[config.mk]
export PLATFORM = sky130hd
export DESIGN_NAME = arp_address_conflict_detector
export DESIGN_NICKNAME = d
export VERILOG_FILES = /design/src/arp_acd_pkg.sv /design/src/arp_address_conflict_detector.sv /design/src/arp_acd_ram.sv
export SDC_FILE = /design/constraint.sdc
export NUM_CORES = 1
export LEC_CHECK = 0
export ABC_AREA = 1
export BUFFER_PORTS_ARGS = -buffer_cell sky130_fd_sc_hd__buf_2
export CORE_UTILIZATION = 64
export CTS_BUF_LIST = sky130_fd_sc_hd__clkbuf_8
export DETAILED_ROUTE_END_ITERATION = 8
export PLACE_DENSITY_LB_ADDON = 0.1
export SLEW_MARGIN = 5
export SYNTH_ARGS = -nofsm -noshare
export SYNTH_HDL_FRONTEND = slang
export SYNTH_HIERARCHICAL = 1
export SYNTH_SLANG_ARGS = --single-unit
[constraint.sdc]
create_clock -name clk -period 9.9 [get_ports clk]
set_input_delay 1.98 -clock clk [delete_from_list [all_inputs] [get_ports clk]]
set_output_delay 1.98 -clock clk [all_outputs]
set_load 0.1 [all_outputs]
[src/arp_acd_pkg.sv]
// Shared types and constants for the ARP address conflict detector.
// No dependencies; imported by the detector, its checker and its testbench.
package arp_acd_pkg;

  // Request opcodes
  localparam logic [1:0] OP_LOAD   = 2'd0;
  localparam logic [1:0] OP_TICK   = 2'd1;
  localparam logic [1:0] OP_PACKET = 2'd2;

  // Why the scan stopped early
  localparam logic [1:0] HOLD_NONE     = 2'd0;
  localparam logic [1:0] HOLD_FIRST    = 2'd1;
  localparam logic [1:0] HOLD_INTERVAL = 2'd2;

  // Configuration register map (word index) and reset value
  localparam logic REG_DEFEND_INTERVAL = 1'b0;
  localparam logic [31:0] DEFEND_INTERVAL_RESET = 32'd10000;

  // One table word: addresses and time of the last acted-on conflict
  typedef struct packed {
    logic [31:0] ip;
    logic [47:0] mac;
    logic [31:0] last_ms;
  } iface_word_t;

  typedef enum logic [1:0] {
    ST_IDLE,
    ST_LOCAL,
    ST_SCAN,
    ST_DONE
  } acd_state_t;

endpackage

[src/arp_address_conflict_detector.sv]
// ARP address conflict detector: load and tick requests are taken while idle and leave it idle.
// An ARP packet request runs a local MAC pass and then a conflict scan, each through the
// registered table read port, and its result goes to the output register; either pass
// may stop early. No new request is taken until the result has entered the output register;
// a stalled result holds it.
// Synchronous active-high reset clears entry flags, clock and result valid; interval 10000 ms.
module arp_address_conflict_detector #(
  parameter int ENTRIES = 8
) (
  input  logic        clk,
  input  logic        rst,
  // request channel
  input  logic        in_valid,
  output logic        in_stall,
  input  logic [1:0]  opcode,
  input  logic [2:0]  entry_index,
  input  logic [31:0] entry_ip,
  input  logic [47:0] entry_mac,
  input  logic        entry_usable,
  input  logic        entry_defend,
  input  logic [31:0] sender_ip,
  input  logic [47:0] sender_mac,
  // result channel
  output logic        out_valid,
  input  logic        out_stall,
  output logic        from_local,
  output logic        conflict,
  output logic [7:0]  notify_mask,
  output logic [7:0]  defend_mask,
  output logic [1:0]  hold_reason,
  output logic [2:0]  hold_entry,
  // configuration port
  input  logic        psel,
  input  logic        penable,
  input  logic        pwrite,
  input  logic [2:0]  paddr,
  input  logic [31:0] pwdata,
  output logic [31:0] prdata,
  output logic        pready
);

  import arp_acd_pkg::*;

  localparam int IW = (ENTRIES > 1) ? $clog2(ENTRIES) : 1;
  localparam int XW = IW + 3;
  localparam int WW = $bits(iface_word_t);

  acd_state_t state, state_next;

  logic [IW:0]         cnt;
  logic                ev_valid;
  logic [IW-1:0]       ev_idx;
  logic [31:0]         sip;
  logic [47:0]         smac;
  logic [31:0]         now_ms;
  logic [31:0]         interval;
  logic [ENTRIES-1:0]  usable;
  logic [ENTRIES-1:0]  defend;
  logic [ENTRIES-1:0]  seen;

  logic                res_local;
  logic [7:0]          res_notify;
  logic [7:0]          res_defend;
  logic [1:0]          res_reason;
  logic [2:0]          res_hold;

  logic                ram_we;
  logic [IW-1:0]       ram_waddr;
  iface_word_t         ram_wdata;
  logic [WW-1:0]       ram_rdata;
  iface_word_t         rd;

  logic                in_fire, issue, ev_end, done_fire;
  logic                usable_ev, mac_eq, local_hit, ip_hit, in_window, act;
  logic [31:0]         elapsed;
  logic [XW-1:0]       ev_ext, ld_ext;
  logic                below8, ld_ok;

  // Table RAM: IP, MAC and last conflict time of each entry
  arp_acd_ram #(
    .WIDTH (WW),
    .DEPTH (ENTRIES)
  ) u_table (
    .clk   (clk),
    .we    (ram_we),
    .waddr (ram_waddr),
    .wdata (ram_wdata),
    .raddr (cnt[IW-1:0]),
    .rdata (ram_rdata)
  );

  assign rd = iface_word_t'(ram_rdata);

  // Handshakes
  assign in_stall  = (state != ST_IDLE);
  assign in_fire   = in_valid && !in_stall;
  assign done_fire = (state == ST_DONE) && (!out_valid || !out_stall);
  assign issue     = (cnt < (IW+1)'(ENTRIES));

  // Entry index helpers
  assign ev_ext = XW'(ev_idx);
  assign below8 = (ev_ext < XW'(8));
  assign ld_ext = XW'(entry_index);
  assign ld_ok  = (ld_ext < XW'(ENTRIES));

  // Compare the word read last cycle against the held packet
  assign usable_ev = usable[ev_idx];
  assign mac_eq    = (rd.mac == smac);
  assign local_hit = ev_valid && usable_ev && mac_eq;
  assign ip_hit    = ev_valid && usable_ev && (rd.ip == sip) && !mac_eq;
  assign elapsed   = now_ms - rd.last_ms;
  assign in_window = (elapsed < interval);
  assign act       = ip_hit && (!seen[ev_idx] || !in_window);
  assign ev_end    = ev_valid && (ev_idx == IW'(ENTRIES - 1));

  // Next state
  always_comb begin
    state_next = state;
    case (state)
      ST_IDLE: begin
        if (in_fire && opcode == OP_PACKET) begin
          state_next = ST_LOCAL;
        end
      end
      ST_LOCAL: begin
        if (local_hit) begin
          state_next = ST_DONE;
        end else if (ev_end) begin
          state_next = ST_SCAN;
        end
      end
      ST_SCAN: begin
        if (ip_hit && (!seen[ev_idx] || in_window)) begin
          state_next = ST_DONE;
        end else if (ev_end) begin
          state_next = ST_DONE;
        end
      end
      ST_DONE: begin
        if (done_fire) begin
          state_next = ST_IDLE;
        end
      end
      default: state_next = ST_IDLE;
    endcase
  end

  // Table writes: entry load, or time stamp of an acted-on conflict
  always_comb begin
    ram_we    = 1'b0;
    ram_waddr = ev_idx;
    ram_wdata = '{ip: rd.ip, mac: rd.mac, last_ms: now_ms};
    if (state == ST_IDLE && in_fire && opcode == OP_LOAD && ld_ok) begin
      ram_we    = 1'b1;
      ram_waddr = ld_ext[IW-1:0];
      ram_wdata = '{ip: entry_ip, mac: entry_mac, last_ms: 32'd0};
    end else if (state == ST_SCAN && act) begin
      ram_we = 1'b1;
    end
  end

  always_ff @(posedge clk) begin
    if (rst) begin
      state <= ST_IDLE;
    end else begin
      state <= state_next;
    end
  end

  // Sequencer counters, entry flags and clock
  always_ff @(posedge clk) begin
    if (rst) begin
      cnt      <= '0;
      ev_valid <= 1'b0;
      usable   <= '0;
      defend   <= '0;
      seen     <= '0;
      now_ms   <= '0;
    end else begin
      if (state == ST_LOCAL || state == ST_SCAN) begin
        if (state == ST_LOCAL && state_next == ST_SCAN) begin
          cnt      <= '0;
          ev_valid <= 1'b0;
        end else begin
          cnt      <= cnt + (IW+1)'(issue);
          ev_valid <= issue;
        end
      end else begin
        cnt      <= '0;
        ev_valid <= 1'b0;
      end
      if (in_fire && opcode == OP_TICK) begin
        now_ms <= now_ms + 32'd1;
      end
      if (in_fire && opcode == OP_LOAD && ld_ok) begin
        usable[ld_ext[IW-1:0]] <= entry_usable;
        defend[ld_ext[IW-1:0]] <= entry_defend;
        seen[ld_ext[IW-1:0]]   <= 1'b0;
      end
      if (state == ST_SCAN && ip_hit && !seen[ev_idx]) begin
        seen[ev_idx] <= 1'b1;
      end
    end
  end

  // Hold the packet and gather its result
  always_ff @(posedge clk) begin
    ev_idx <= cnt[IW-1:0];
    if (in_fire && opcode == OP_PACKET) begin
      sip        <= sender_ip;
      smac       <= sender_mac;
      res_local  <= 1'b0;
      res_notify <= '0;
      res_defend <= '0;
      res_reason <= HOLD_NONE;
      res_hold   <= '0;
    end
    if (state == ST_LOCAL && local_hit) begin
      res_local <= 1'b1;
    end
    if (state == ST_SCAN && ip_hit) begin
      if (!seen[ev_idx]) begin
        res_reason <= HOLD_FIRST;
        res_hold   <= ev_ext[2:0];
      end else if (in_window) begin
        res_reason <= HOLD_INTERVAL;
        res_hold   <= ev_ext[2:0];
      end else if (below8) begin
        res_notify[ev_ext[2:0]] <= 1'b1;
        res_defend[ev_ext[2:0]] <= defend[ev_idx];
      end
    end
  end

  // Output register: a finished request waits here for the receiver
  always_ff @(posedge clk) begin
    if (rst) begin
      out_valid <= 1'b0;
    end else begin
      out_valid <= done_fire || (out_valid && out_stall);
    end
    if (done_fire) begin
      from_local  <= res_local;
      conflict    <= (res_notify != 8'd0);
      notify_mask <= res_notify;
      defend_mask <= res_defend;
      hold_reason <= res_reason;
      hold_entry  <= res_hold;
    end
  end

  // Configuration register
  assign pready = 1'b1;
  assign prdata = (paddr[2] == REG_DEFEND_INTERVAL) ? interval : 32'd0;

  always_ff @(posedge clk) begin
    if (rst) begin
      interval <= DEFEND_INTERVAL_RESET;
    end else if (psel && penable && pwrite && pready &&
                 paddr[2] == REG_DEFEND_INTERVAL) begin
      interval <= pwdata;
    end
  end

`ifndef SYNTHESIS
  a_defend_in_notify: assert property (@(posedge clk) disable iff (rst)
    out_valid |-> ((defend_mask & ~notify_mask) == 8'd0))
    else $error("defend bit without notify bit");

  a_local_clean: assert property (@(posedge clk) disable iff (rst)
    (out_valid && from_local) |-> (!conflict && notify_mask == 8'd0 &&
                                   hold_reason == HOLD_NONE))
    else $error("local packet carries conflict fields");

  a_hold_entry_zero: assert property (@(posedge clk) disable iff (rst)
    (out_valid && hold_reason == HOLD_NONE) |-> (hold_entry == 3'd0))
    else $error("hold entry set without a hold reason");

  a_scan_no_load: assert property (@(posedge clk) disable iff (rst)
    (ram_we && state == ST_SCAN) |-> ev_valid)
    else $error("table written in scan without an evaluated entry");
`endif

endmodule

[src/arp_acd_ram.sv]
// Generic single-write, single-read RAM with registered read data.
// No dependencies; holds the interface table of the conflict detector.
module arp_acd_ram #(
  parameter int WIDTH = 112,
  parameter int DEPTH = 8
) (
  input  logic                             clk,
  input  logic                             we,
  input  logic [$clog2(DEPTH > 1 ? DEPTH : 2)-1:0] waddr,
  input  logic [WIDTH-1:0]                 wdata,
  input  logic [$clog2(DEPTH > 1 ? DEPTH : 2)-1:0] raddr,
  output logic [WIDTH-1:0]                 rdata
);

  logic [WIDTH-1:0] mem [DEPTH];

  // Write port and registered read port
  always_ff @(posedge clk) begin
    if (we) begin
      mem[waddr] <= wdata;
    end
    rdata <= mem[raddr];
  end

endmodule

[After elaboration in Yosys (flattened, before gate mapping)]
Memory sizes are Yosys's and may differ from the RTL's. A register that Yosys moved wholly into a read port is not among the register bits.
Cells that the tools add are included.
Storage, ports and cells
  bits in registers: 224
  RAM bits: 896
  bits of input ports: 209
  output and inout port bits: 58
  memories kept: 1
Cells by class
  add/sub/neg operators: 3
  order comparisons: 8
  eq/ne operators: 9
  multiplexer cells: 48
  bitwise gates (word level): 6
  reduce and logical (&&, ||, !) cells: 43
Memory list
  u_table.mem: depth 8, width 112, read ports 1, clocked after Yosys merged registers in 1, wr ports 1, RTL line arp_acd_ram.sv:15  | logic [WIDTH-1:0] mem [DEPTH];
Operators by type and width (number)
  112-bit 2-to-1 mux: 1
  8-bit 2-to-1 mux: 13
  48-bit equality test: 1
  32-bit by 1-bit adder with 32-bit output, second input constant: 1
  32-bit equality test: 1
  32-bit less-than comparator: 1
  32-bit 2-to-1 mux: 1
  32-bit subtractor: 1
  1-bit logical AND: 27
  8-bit bitwise mux: 3
  2-bit 2-to-1 mux: 10
  3-bit by 4-bit less-than comparator with 1-bit output, second input constant: 4
  8-bit OR: 2
  3-bit 2-to-1 mux: 5
  1-bit binary-select mux with 3-bit select: 3
  1-bit 2-to-1 mux: 9
  8-bit bitwise AND: 1
  2-bit equality test, second input constant: 4
  8-bit NOT: 1
  2-bit one-hot mux with 4 select lines: 1
  8-bit nonzero test: 1
  1-bit demux with 3-bit select: 2
  3-bit by 1-bit greater-or-equal comparator with 1-bit output, second input constant: 2
  1-bit logical NOT: 6
  other kinds (9): 16

[Longest topological paths before layout]
  depth after elaboration: 11
  depth in mapped cells: 28

[Cells and area by module]
Netlist, hierarchy kept.
By module, submodules not included
  arp_acd_ram: times used 1, cells each 4001, area an instance 41342.2 µm², seq. area each 29148.0 µm²
  arp_address_conflict_detector: times used 1, cells each 1808, area an instance 13289.0 µm², seq. area each 5515.3 µm²

[Least setup slack after synthesis]
Ideal clock, no wire load.
  kind: input-to-reg
  start point: input opcode[0]
  end point: register res_hold[0]
  arrival time: 8.859 ns
  required time: 9.772 ns
  slack: 0.913 ns
  stages: 5
  cells stage by stage: nor3_1 -> inv_1 -> clkbuf_1 -> nand3_1 -> o21ai_0
Between the ends
  cells in the longest elaborated chain, start to end: 6
Ends and longest elaborated chain
  start, declared: RTL line arp_address_conflict_detector.sv:15  | input logic [1:0] opcode,
  2-bit equality test *: RTL line arp_address_conflict_detector.sv:209  | if (in_fire && opcode == OP_PACKET) begin
  1-bit logical AND *: RTL line arp_address_conflict_detector.sv:209
  3-bit 2-to-1 mux *: RTL line arp_address_conflict_detector.sv:209
  3-bit 2-to-1 mux: RTL line arp_address_conflict_detector.sv:225  | end else if (in_window) begin
  3-bit 2-to-1 mux: RTL line arp_address_conflict_detector.sv:222  | if (!seen[ev_idx]) begin
  3-bit 2-to-1 mux *: RTL line arp_address_conflict_detector.sv:221  | if (state == ST_SCAN && ip_hit) begin
  end signal, assigned: RTL line arp_address_conflict_detector.sv:224  | res_hold <= ev_ext[2:0];
  end signal, assigned: RTL line arp_address_conflict_detector.sv:227  | res_hold <= ev_ext[2:0];
  end, declared: RTL line arp_address_conflict_detector.sv:65  | logic [2:0] res_hold;
Mark *: on every way between the ends. The rest lies on a longest branch, timed or not.
A chain may end at the register's enable or synchronous reset.

[Worst setup path in the final report]
  start point: register now_ms[0]
  end point: memory u_table.mem[6][67], enable pin
Between the ends
  cells in the longest elaborated chain, start to end: 10
Ends and longest elaborated chain
  start, declared: RTL line arp_address_conflict_detector.sv:55  | logic [31:0] now_ms;
  start signal, assigned: RTL line arp_address_conflict_detector.sv:193  | now_ms <= now_ms + 32'd1;
  32-bit subtractor: RTL line arp_address_conflict_detector.sv:111  | assign elapsed = now_ms - rd.last_ms;
  32-bit less-than comparator: RTL line arp_address_conflict_detector.sv:112  | assign in_window = (elapsed < interval);
  1-bit logical NOT: RTL line arp_address_conflict_detector.sv:113  | assign act = ip_hit && (!seen[ev_idx] || !in_window);
  1-bit logical OR: RTL line arp_address_conflict_detector.sv:113
  1-bit logical AND: RTL line arp_address_conflict_detector.sv:113
  1-bit logical AND: RTL line arp_address_conflict_detector.sv:157  | end else if (state == ST_SCAN && act) begin
  1-bit 2-to-1 mux: RTL line arp_address_conflict_detector.sv:157
  1-bit 2-to-1 mux: RTL line arp_address_conflict_detector.sv:153  | if (state == ST_IDLE && in_fire && opcode == OP_LOAD && ld_ok) begin
  via ram_we: RTL line arp_address_conflict_detector.sv:67  | logic ram_we;
  1-bit 2-to-1 mux: RTL line arp_acd_ram.sv:19  | if (we) begin
  1-bit 2-to-1 mux (not written as such): RTL line arp_acd_ram.sv:20  | mem[waddr] <= wdata;
  end, declared: RTL line arp_acd_ram.sv:15
The timed path passes the listed nets, and every way through them passes these cells.

==> impl_metrics.toml <==
[drt]
vias = 38034
drt_iter0_markers = 3021
wl_per_cell_um = 16.6
wirelength_um = 123000
postRouteAntennaNets = 0
via_per_inst = 5.15
drc = 0
dr.pass1.iters = 6

[clocking]
cts-root-buf = "clkbuf_8"
clock_latency_ns = 0.85
postCtsSetupBuffers = 0
cts_hold_buf = 0
cts_resized = 0
htreeDepth = 4
clock-sinks = 1232
cts_tree = "yes"
clk_pin_slew_ns = 0.07
numCtsBuffers = 193
clockBufferDepth = 3

[setup_path]
endpoint_kind = "flop"
path_max_fanout = 46
r2r_start = "now_ms[0]$_SDFFE_PP0P_"
r2r-end = "u_table/mem[6][67]$_DFFE_PP_"
path_class = "flop to flop"
critPathMostFrequentCell = "nand2_1"
r2r_cells = 25
max_stage_delay_ns = 0.69
ff2ff_setup_slack_ns = 3.86
worstPathArrival_ns = 6.51
startpoint_type = "flop"
slowest_stage = "buf_4"
crit_required_ns = 10.36

[die]
core_area_um2 = 84100
ios = 267
num_rows = 106
die_area_um2 = 86500
die_x_um = 294
start_util = 0.650
die_h_um = 294

[placed_design]
port_buffers = 263
dpl-instance-area_um2 = 56600
gp_congestion = 0.844
hpwl_um = 67900

[sta]
rsz0062_at_grt = "no"
hold_viol_final = 0
max_freq_mhz = 165
finalSetupViolations = 0
tns_ns = 0
hold_slack_ns = 0.432
fin_skew_ns = 0.0248
period_minus_slack_ns = 6.04
relSlewSlack = 0.152
worstMarginPinSlew_ns = 1.27
drv_slew = 0
post-route-period-util = 0.611

[finish]
drive_gt1_frac = 0.0911
final_common_cell = "nand2_1"
final_core_util = 0.714
area_growth_pct = 9.94
stdcell_area_um2 = 60100
nNetsFinal = 6360
most-common-layout-cells = "nand2_1 (1973), inv_1 (1241), edfxtp_1 (999), nand3_1 (495), buf_2 (263)"

[min_path]
whs_path_depth = 0
hold_path_end = "hold_entry[1]$_DFFE_PP_"
hold_class = "flop to flop"
min-delay-start = "res_hold[1]$_DFF_P_"

[synth]
synth-edff-count = 999
synthesis.nets = 6089
synthAdderAreaFrac = 0.0164
yosysUniqueCellTypes = 54
synth_ff_type = "edfxtp_1"
synth_async_sr_flop_share = 0
synth_area_leaders = "edfxtp_1 (55%), nand2_1 (14%), dfxtp_1 (8.5%)"
syn_area_um2 = 54600
synth_top_family_by_area = "simple AND/OR/NAND/NOR gates"
synth_xor_area_frac = 0.0146
synth-compound-area-share = 0.0270
yosysTopAreaCellShare = 0.549
synth_warnings = 6
ys_seq_area_frac = 0.634
synth_top_area_cell = "edfxtp_1"
synth-simple-area-share = 0.205
synth_mux_area_frac = 0
syn_inst = 5809
synth_seq_cells = 1232
syn_area_per_cell_um2 = 9.40

[pwr]
power_density_nw_per_um2 = 222
p_total_mw = 13.3
power_leakage_nw = 27.8
peakVddDrop_mv = 0.180

[grt]
grt_pass1_wl_um = 190000
grt_max_degree = 229
grt_usage = 0.284
grt_pass1_vias = 36351
overflow = 0
grt_antenna_before_repair = 1

[run_status]
status = "completed"

[flow_run]
drv_cap = 0
[final cells by class]
class                      instances  area [um^2]
antenna                            2         5.00
clock buffer                     207         2850
clock inverter                   154          651
fill                            6252        24000
inverter                        1162         4390
multi-input combinational       3194        14400
sequential                      1232        34700
tap                             1134         1420
timing repair buffer             297         1630
[cell families (layout without fill, tap and decap cells)]
group,Yosys count,count (layout)
AOI/OAI and AO/OA,275,275
xor gates and xnor gates,91,91
adders and majority gates,71,71
buffers and inverters,1383,1820
DFF,1232,1232
other,1,3
and+or+nand+nor,2756,2756
[critical path, delay by kind of cell, from the launching register on]
| kind | cells | cell delay [ns] |
|---|---|---|
| AO/OA/AOI/OAI | 6 | 1.56 |
| adder cells (fa/ha/maj) | 3 | 0.85 |
| buffers and inverters | 5 | 1.58 |
| flip-flops | 1 | 0.31 |
| AND/OR/NAND/NOR | 11 | 1.26 |
[sequential cells by signal, summed over array words and instances, names as in the netlist, 3 cells and up]
signal and cells:
u_table/mem 896, res_hold 3, res_notify 8, u_table/rdata 112, ev_idx 3, smac 48, interval 32, seen 8
sip 32, hold_entry 3, res_defend 8, defend_mask 8, defend 8, notify_mask 8, usable 8, cnt 4
now_ms 32
[synthesized netlist by cell type (2+ instances only)]
library cell and count:
a21boi_0 3, a21o_1 4, a21oi_1 100, a221oi_1 4, a31oi_1 5, and2_1 2, buf_1 8, buf_2 98
buf_4 41, buf_6 16, clkbuf_1 57, clkinv_1 2, dfxtp_1 233, edfxtp_1 999, ha_1 70, inv_1 1154
inv_2 3, inv_4 2, nand2_1 1973, nand2_2 2, nand3_1 495, nand4_1 11, nor2_1 219, nor2_4 3
nor3_1 28, nor3_2 5, nor4_1 8, o211ai_1 9, o21a_1 2, o21ai_0 119, o21ai_1 16, o21bai_1 5
o22ai_1 3, xnor2_1 54, xor2_1 37
[worst max-delay path by stage]
stage | startpoint | endpoint | cells after the start
floorplan | opcode[0] | res_hold[0]$_DFF_P_ | 5
global placement | in_valid | u_table/mem[6][69]$_DFFE_PP_ | 14
detailed placement | in_valid | u_table/mem[6][69]$_DFFE_PP_ | 14
CTS | now_ms[0]$_SDFFE_PP0P_ | u_table/mem[6][73]$_DFFE_PP_ | 25
global route | now_ms[0]$_SDFFE_PP0P_ | u_table/mem[6][75]$_DFFE_PP_ | 25
finish | now_ms[0]$_SDFFE_PP0P_ | u_table/mem[6][67]$_DFFE_PP_ | 25
[per-layer routing]
metal	vias to the layer above	GRT usage	wire [um]
met1	17728	0.381	52000
met2	1342	0.475	58700
met5	-	0	0
met3	186	0.0421	8630
met4	0	0.101	3150
li1	18778	-	-
[power breakdown]
part | switching [mW] | leakage, nW | internal (mW)
Combinational | 2.05 | 14.8 | 0.829
Clock | 1.92 | 2.11 | 1.93
Sequential | 0.238 | 10.9 | 6.38
[per-stage QoR]
step | worst slack (ns) | std cells
after floorplan | 0.913 | 5809
after global placement | 3.80 | 7019
after detailed placement | 3.78 | 7019
after CTS | 3.91 | 7380
after global routing | 3.54 | 7382
final | 3.86 | 7382
Note: power is estimated with default switching activity, not from simulation.
